**src/sv/spq_pkg.sv**
```systemverilog
`default_nettype none

package spq_pkg;

    localparam int unsigned VALUE_W = 32;

    typedef logic signed [VALUE_W-1:0] t_entry;

    typedef enum logic {
        CMD_INSERT = 1'b0,
        CMD_REMOVE = 1'b1
    } t_cmd;

    typedef enum logic [1:0] {
        ST_OK    = 2'd0,
        ST_EMPTY = 2'd1,
        ST_FULL  = 2'd2
    } t_status;

    // Broadcast to every cell each cycle.
    typedef struct packed {
        logic   ins;
        logic   rem;
        t_entry value;
    } t_cell_ctl;

endpackage

`default_nettype wire

```
**src/sv/spq_cell.sv**
```systemverilog
`default_nettype none

module spq_cell (
    input  wire                 i_clk,
    input  spq_pkg::t_cell_ctl  i_ctl,
    input  wire                 i_valid,      // this slot holds an entry
    input  wire                 i_prev_keep,  // left neighbor stays put on insert
    input  spq_pkg::t_entry     i_prev_entry,
    input  spq_pkg::t_entry     i_next_entry,
    output spq_pkg::t_entry     o_entry,
    output logic                o_keep
);
    import spq_pkg::*;

    t_entry r_entry;
    t_entry n_entry;

    // Held entry stays ahead of an equal newcomer.
    assign o_keep  = i_valid && (r_entry >= i_ctl.value);
    assign o_entry = r_entry;

    always_comb begin
        n_entry = r_entry;
        if (i_ctl.ins && !o_keep) begin
            n_entry = i_prev_keep ? i_ctl.value : i_prev_entry;
        end else if (i_ctl.rem) begin
            n_entry = i_next_entry;
        end
    end

    always_ff @(posedge i_clk) begin
        r_entry <= n_entry;
    end

endmodule

`default_nettype wire

```
**src/sv/sorted_priority_queue_top.sv**
```systemverilog
// Sorted priority queue, largest value first. Each slave transfer carries a
// command in tuser (0 insert, 1 remove) and a signed 32-bit value in tdata.
// Every command gives exactly one master transfer: removed value (largest
// entry, -1 on an empty remove, 0 on insert), status in tuser (0 ok, 1 remove
// from empty, 2 insert refused because full) and the occupancy afterwards.
// Equal values leave oldest first. The store is a row of DEPTH cells; on each
// command every cell compares its entry with the broadcast value and shifts
// left or right in the same cycle, so one command is taken per clock while the
// master side accepts results; its result appears in the cycle after it is taken,
// held in an output register while the master side stalls.
`default_nettype none

module sorted_priority_queue_top #(
    parameter int unsigned DEPTH = 16,
    localparam int unsigned CNT_W  = $clog2(DEPTH + 1),
    localparam int unsigned OUT_DW = ((spq_pkg::VALUE_W + CNT_W + 7) / 8) * 8
) (
    input  wire                i_clk,
    input  wire                i_rst_n,
    input  wire                i_s_axis_tvalid,
    output logic               o_s_axis_tready,
    input  wire  [31:0]        i_s_axis_tdata,   // [31:0] value
    input  wire  [0:0]         i_s_axis_tuser,   // [0] command
    output logic               o_m_axis_tvalid,
    input  wire                i_m_axis_tready,
    output logic [OUT_DW-1:0]  o_m_axis_tdata,   // [31:0] removed_value, then occupancy
    output logic [1:0]         o_m_axis_tuser    // [1:0] status
);
    import spq_pkg::*;

    localparam logic [CNT_W-1:0] FULL_CNT = CNT_W'(DEPTH);

    logic             r_out_valid;
    t_entry           r_removed;
    t_status          r_status;
    logic [CNT_W-1:0] r_occ;
    logic [CNT_W-1:0] r_count;

    logic             n_out_valid;
    t_entry           n_removed;
    t_status          n_status;
    logic [CNT_W-1:0] n_count;

    t_cell_ctl        w_ctl;
    logic             w_fire;
    t_cmd             w_cmd;
    logic             w_empty;
    logic             w_full;
    t_entry           w_entry [DEPTH];
    logic [DEPTH-1:0] w_keep;
    logic [DEPTH-1:0] w_valid;

    assign w_cmd   = t_cmd'(i_s_axis_tuser[0]);
    assign w_empty = (r_count == '0);
    assign w_full  = (r_count == FULL_CNT);

    assign o_s_axis_tready = !r_out_valid || i_m_axis_tready;
    assign w_fire          = i_s_axis_tvalid && o_s_axis_tready;

    always_comb begin
        w_ctl.ins   = 1'b0;
        w_ctl.rem   = 1'b0;
        w_ctl.value = t_entry'(i_s_axis_tdata);
        n_count     = r_count;
        n_removed   = '0;
        n_status    = ST_OK;
        n_out_valid = r_out_valid && !i_m_axis_tready;
        if (w_fire) begin
            n_out_valid = 1'b1;
            case (w_cmd)
                CMD_INSERT: begin
                    if (w_full) begin
                        n_status = ST_FULL;
                    end else begin
                        w_ctl.ins = 1'b1;
                        n_count   = r_count + 1'b1;
                    end
                end
                CMD_REMOVE: begin
                    if (w_empty) begin
                        n_status  = ST_EMPTY;
                        n_removed = '1;
                    end else begin
                        w_ctl.rem = 1'b1;
                        n_removed = w_entry[0];
                        n_count   = r_count - 1'b1;
                    end
                end
                default: begin
                    n_status = ST_OK;
                end
            endcase
        end
    end

    for (genvar i = 0; i < DEPTH; i++) begin : g_cell
        t_entry w_prev_entry;
        t_entry w_next_entry;
        logic   w_prev_keep;

        assign w_valid[i] = (CNT_W'(i) < r_count);

        if (i == 0) begin : g_head
            assign w_prev_entry = w_ctl.value;
            assign w_prev_keep  = 1'b1;
        end else begin : g_body
            assign w_prev_entry = w_entry[i-1];
            assign w_prev_keep  = w_keep[i-1];
        end

        if (i == DEPTH - 1) begin : g_tail
            assign w_next_entry = w_entry[i];
        end else begin : g_mid
            assign w_next_entry = w_entry[i+1];
        end

        spq_cell u_cell (
            .i_clk        (i_clk),
            .i_ctl        (w_ctl),
            .i_valid      (w_valid[i]),
            .i_prev_keep  (w_prev_keep),
            .i_prev_entry (w_prev_entry),
            .i_next_entry (w_next_entry),
            .o_entry      (w_entry[i]),
            .o_keep       (w_keep[i])
        );
    end

    always_ff @(posedge i_clk) begin
        if (!i_rst_n) begin
            r_out_valid <= 1'b0;
            r_count     <= '0;
        end else begin
            r_out_valid <= n_out_valid;
            r_count     <= n_count;
        end
        if (w_fire) begin
            r_removed <= n_removed;
            r_status  <= n_status;
            r_occ     <= n_count;
        end
    end

    assign o_m_axis_tvalid = r_out_valid;
    assign o_m_axis_tdata  = OUT_DW'({r_occ, r_removed});
    assign o_m_axis_tuser  = r_status;

    // Held entries must stay in descending order.
    logic [DEPTH-2:0] w_order_err;
    for (genvar i = 0; i < DEPTH - 1; i++) begin : g_order
        assign w_order_err[i] = w_valid[i+1] && (w_entry[i] < w_entry[i+1]);
    end

    a_count_bound: assert property (@(posedge i_clk) disable iff (!i_rst_n)
        r_count <= FULL_CNT)
        else $error("occupancy above depth");

    a_sorted: assert property (@(posedge i_clk) disable iff (!i_rst_n)
        w_order_err == '0)
        else $error("entries out of order");

    a_insert_count: assert property (@(posedge i_clk) disable iff (!i_rst_n)
        w_fire && (w_cmd == CMD_INSERT) && !w_full |=> r_count == $past(r_count) + 1'b1)
        else $error("insert did not grow the queue");

    a_empty_result: assert property (@(posedge i_clk) disable iff (!i_rst_n)
        r_out_valid && (r_status == ST_EMPTY) |-> (r_removed == '1) && (r_occ == '0))
        else $error("bad empty-remove result");

    a_full_result: assert property (@(posedge i_clk) disable iff (!i_rst_n)
        r_out_valid && (r_status == ST_FULL) |-> (r_occ == FULL_CNT) && (r_removed == '0))
        else $error("bad full-insert result");

endmodule

`default_nettype wire
```
**config.mk**
```make
export PLATFORM = sky130hd
export DESIGN_NAME = sorted_priority_queue_top
export DESIGN_NICKNAME = d
export VERILOG_FILES = /design/src/sv/spq_pkg.sv /design/src/sv/spq_cell.sv /design/src/sv/sorted_priority_queue_top.sv
export SDC_FILE = /design/constraint.sdc
export NUM_CORES = 2
export LEC_CHECK = 0
export BUFFER_PORTS_ARGS = -buffer_cell sky130_fd_sc_hd__clkbuf_2
export CAP_MARGIN = 10
export CORE_MARGIN = 4
export CORE_UTILIZATION = 35
export DETAILED_ROUTE_END_ITERATION = 16
export PLACE_DENSITY_LB_ADDON = 0.12
export SLEW_MARGIN = 10
export SYNTH_ARGS = -nofsm -noshare
export SYNTH_HDL_FRONTEND = slang
export SYNTH_HIERARCHICAL = 1
export SYNTH_SLANG_ARGS = --single-unit
export TNS_END_PERCENT = 50
```
**constraint.sdc**
```tcl
create_clock -name i_clk -period 7.9 [get_ports i_clk]
set_clock_uncertainty 0.2 [all_clocks]
set_input_delay 0.79 -clock i_clk [delete_from_list [all_inputs] [get_ports i_clk]]
set_output_delay 0.79 -clock i_clk [all_outputs]
set_load 0.02 [all_outputs]
```
# --- Word level (Yosys, flattened, before mapping) ---
# Cells that the tools add are included.
classes:
  n_bitwise: 1
  mux: 59
  n_addsub: 2
  n_eq_ne: 1
  magnitude_cmp: 32
  n_reduce_logical: 69
op_table:
  columns: ["op", "count"]
  rows:
  - ["$mux W32", 46]
  - ["$ge A32 B32 Y1", 16]
  - ["$lt A4 B5 Y1 const A", 8]
  - ["$logic_and A1 B1 Y1", 34]
  - ["$reduce_bool A2 Y1", 15]
  - ["$lt A3 B5 Y1 const A", 4]
  - ["$logic_not A1 Y1", 18]
  - ["$mux W5", 3]
  - ["$lt A1 B5 Y1 const A", 2]
  - ["$lt A2 B5 Y1 const A", 2]
  - ["$pmux W5 S2", 1]
  - ["$mux W1", 6]
  - ["$add A5 B1 Y5 const B", 1]
  - ["$eq A5 B5 Y1 const B", 1]
  - ["$logic_not A5 Y1", 1]
  - ["$sub A5 B1 Y5 const B", 1]
  - ["$mux W2", 2]
  - ["$pmux W2 S2", 1]
  - ["$logic_or A1 B1 Y1", 1]
  - ["$not A1 Y1", 1]
totals:
  register_bits: 557
  wordCells: 185
  out_inout_bits: 44
  in_bits: 37

# --- Logic depth before layout (Yosys ltp) ---
logic_depth:
  word_depth: 6
  ltp_mapped: 13
  mapped_depth_nobuf: 11

# --- By module ---
# Netlist, hierarchy kept.
modules_own_cells:
  columns: ["mod", "seq_area_each_um2", "cells_each", "n_inst", "area_per_inst_um2"]
  rows:
  - ["spq_cell", 960.9, 232, 16, 2768.9]
  - ["sorted_priority_queue_top", 1291.2, 210, 1, 2169.6]

# --- Worst setup path after synthesis ---
# OpenSTA, ideal clock, no wires.
synth_timing:
  path_kind: "input-to-reg"
  start: "input port i_m_axis_tready"
  end: "register g_cell[0].u_cell.r_entry[0] (enable)"
  path_buffers: 1
  path_stages: 8
  t_required_ns: 7.306
  path_slack_ns: -0.660
  setup_ns: 0.394
  arrival_time_ns: 7.966
  cell_sequence: "nand2b_1 > nand2_1 > nor3_1 > nand3_1 > a2111oi_2 > a221oi_4 > buf_6 > nand2b_1"
synth_rtl:
  columns: ["element", "line", "source"]
  rows:
  - ["start: declaration", "sorted_priority_queue_top.sv:25", "input wire i_m_axis_tready,"]
  - ["end signal: assignment", "spq_cell.sv:32", "r_entry <= n_entry;"]
  - ["end: declaration", "spq_cell.sv:15", "t_entry r_entry;"]

==> impl_metrics.csv <==
group,metric,value,unit
drt,route.detailed.drc,0,
placed_design,place_worst_setup_slack,2.38,ns
critical_path,cp_num_cells,11,
grt,antenna_found_initial,3,
clock_network,path_clk_slew,0.05,ns
grt,grt_pass1_vias,30353,
finish,area_growth_syn_to_layout,9.66,%
floorplan,rows,133,
sta,setup_slack,2.96,ns
sta,tns,0,ns
synthesis,syn_area_per_cell,11.9,µm²
pwr,power_switching,5290,µW
floorplan,initial_core_util,35.3,%
critical_path,r2r-start,"r_count[1]",
critical_path,slowest_delay,0.72,ns
grt,grt_overflow_total,0,
clock_network,h-tree-depth,3,
finish,ff_latch_area,16700,µm²
critical_path,critPathMaxFanout,48,
placed_design,dp_hpwl,89.5,mm
sta,rsz0062_at_grt,"false",
pwr,switching_share,34.2,%
critical_path,r2r_end,"g_cell[8].u_cell/o_entry[10]",
worst_hold_path,hp-class,"input pin to flip-flop",
finish,layout_commonest_cell,"inv_1",
finish,multi_input_area,26900,µm²
critical_path,crit_type,"flip-flop to flip-flop",
drt,drtIter0Drc,1241,
drt,wl_per_cell,19.2,µm
pwr,finalPower,15500,µW
pwr,power_frac_comb,43.4,%
sta,period_share,62.5,%
sta,final_hold_viol_count,0,
finish,layout_common_cells,"inv_1, mux2_2, edfxtp_1",
critical_path,crit_chain,"inv_1 -> ha_1 -> nor4bb_1 -> nor3_4 -> buf_4 -> nand3_1 -> a2111oi_2 -> a221oi_4 -> buf_4 -> nand2b_1 -> buf_4",
pwr,seq_power_share,36.1,%
clock_network,cts_buffers,74,
critical_path,worstRegToRegCells,11,
drt,via_per_inst,4.95,
sta,setup_viol,0,
drt,routed_wl,111,mm
finish,drive_gt1_share,33.3,%
floorplan,die_h,372,µm
critical_path,worstPathArrival,5.04,ns
pwr,leakage,0.0225,µW
floorplan,die_w,372,µm
floorplan,io_pins,81,
clock_network,cts_tree,"yes",
run,maxCapViolCount,0,
critical_path,timing.critical_path.from,"r_count[1]",
pwr,clockPowerShare,20.5,%
finish,nNetsFinal,4543,
grt,grt_pass1_wl,176,mm
critical_path,crit_buf_inv,4,
sta,slew_headroom,18.6,%
synthesis,yosys_warnings,6,
finish,finalNonFillerCells,5797,
clock_network,clk_path_buf_depth,3,
finish,n_fill_cell,12740,
drt,num_vias,28720,
critical_path,path_delay_family,"buffers and inverters",
clock_network,cts_num_sinks,557,
pwr,internal_power,10200,µW
critical_path,slowest_stage,"nand2b_1",
clock_network,cts_resized,0,
drt,firstDrtPassIters,5,
placed_design,placedCellCount,5668,
floorplan,die_area,139000,µm²
critical_path,cp-endpoint,"g_cell[8].u_cell/o_entry[10]",
pwr,peakVddDrop,0.000163,V
drt,ant_nets,0,
clock_network,cts_setup_buffers,0,
clock_network,root_buffer,"clkbuf_16",
clock_network,clock_latency,0.63,ns
critical_path,cp.required,8.01,ns
synthesis,netlist_area,46400,µm²
critical_path,end_kind,"flip-flop",
critical_path,crit_top_cell,"buf_4",
grt,grt_use_total,16.0,%
sta,maxSlewViolCount,0,
critical_path,reg2reg_slack,2.96,ns
synthesis,synth_cells,3917,
pwr,power_density,304,nW/µm²
worst_hold_path,worstHoldPathCells,2,
sta,fmax,0.203,GHz
critical_path,start_kind,"flip-flop",
clock_network,cts.hold.buffers_added,0,
outcome,outcome,"finished, final reports clean",
placed_design,finalWeightedCongestion,0.772,
placed_design,port_buffers,77,
grt,grt_max_degree,49,
floorplan,core_area,132000,µm²
sta,finalCriticalPeriod,4.94,ns
sta,worst_pin_slew,1.22,ns
## worst min-delay path by stage
stage	startpoint	end	slack, ns
6_report	i_rst_n	r_count[1]	0.29
5_1_grt	i_rst_n	r_count[1]	0.25
4_1_cts	i_s_axis_tvalid	o_m_axis_tvalid	0.22
3_5_place_dp	g_cell[0].u_cell/o_entry[0]	r_removed[0]	0.39
3_3_place_gp	g_cell[0].u_cell/o_entry[1]	r_removed[1]	0.39
2_1_floorplan	r_count[0]	r_count[0]	0.34
## sequential cells by signal (all words and copies together) (netlist names)
| register | cells |
|---|---|
| r_removed | 32 |
| g_cell.u_cell/o_entry | 512 |
| o_m_axis_tuser | 2 |
| r_count | 5 |
| o_m_axis_tvalid | 1 |
| r_occ | 5 |
## per-layer routing
metal	wire, µm	part of all wire (%)	GRT usage [%]
met2	50400	45	26.5
met3	3140	2.8	2.30
met5	26	0.023	0
met1	54200	49	21.7
met4	3440	3.1	4.90
## final cells by class
cell class	count	area share [%]
Timing Repair Buffer	125	1.50
Clock inverter	25	0.278
Sequential cell	557	32.7
Multi-Input combinational cell	2647	52.8
Tap cell	1755	4.31
Inverter	585	4.32
Antenna cell	1	0.00491
Clock buffer	102	4.07
## worst reg2reg max path, delay by kind of cell (launching register included)
kind                     cells  cell delay [ns]
buffers and inverters        4             1.70
AO/OA/AOI/OAI                2             0.49
adder cells (fa/ha/maj)      1             0.29
flip-flops                   1             0.63
AND/OR/NAND/NOR              4             1.29
## power by group through the flow
stage / Combinational, µW / Sequential [µW] / Clock [µW]
4_1_cts: 6820 / 5610 / 3310
6_report: 6730 / 5590 / 3170
3_5_place_dp: 6800 / 5670 / 0
3_3_place_gp: 6640 / 5680 / 0
5_1_grt: 7440 / 5750 / 3420
2_1_floorplan: 5530 / 5260 / 0
## per-stage QoR
stage,area (µm²),util (%),hold slack (ns)
floorplan,46400,-,0.335
global placement,48700,37.0,0.393
detailed placement,48700,37.0,0.394
CTS,50900,38.7,0.217
global route,50900,38.7,0.249
finish,50900,38.7,0.290
Power figures use the tool's default switching activity.
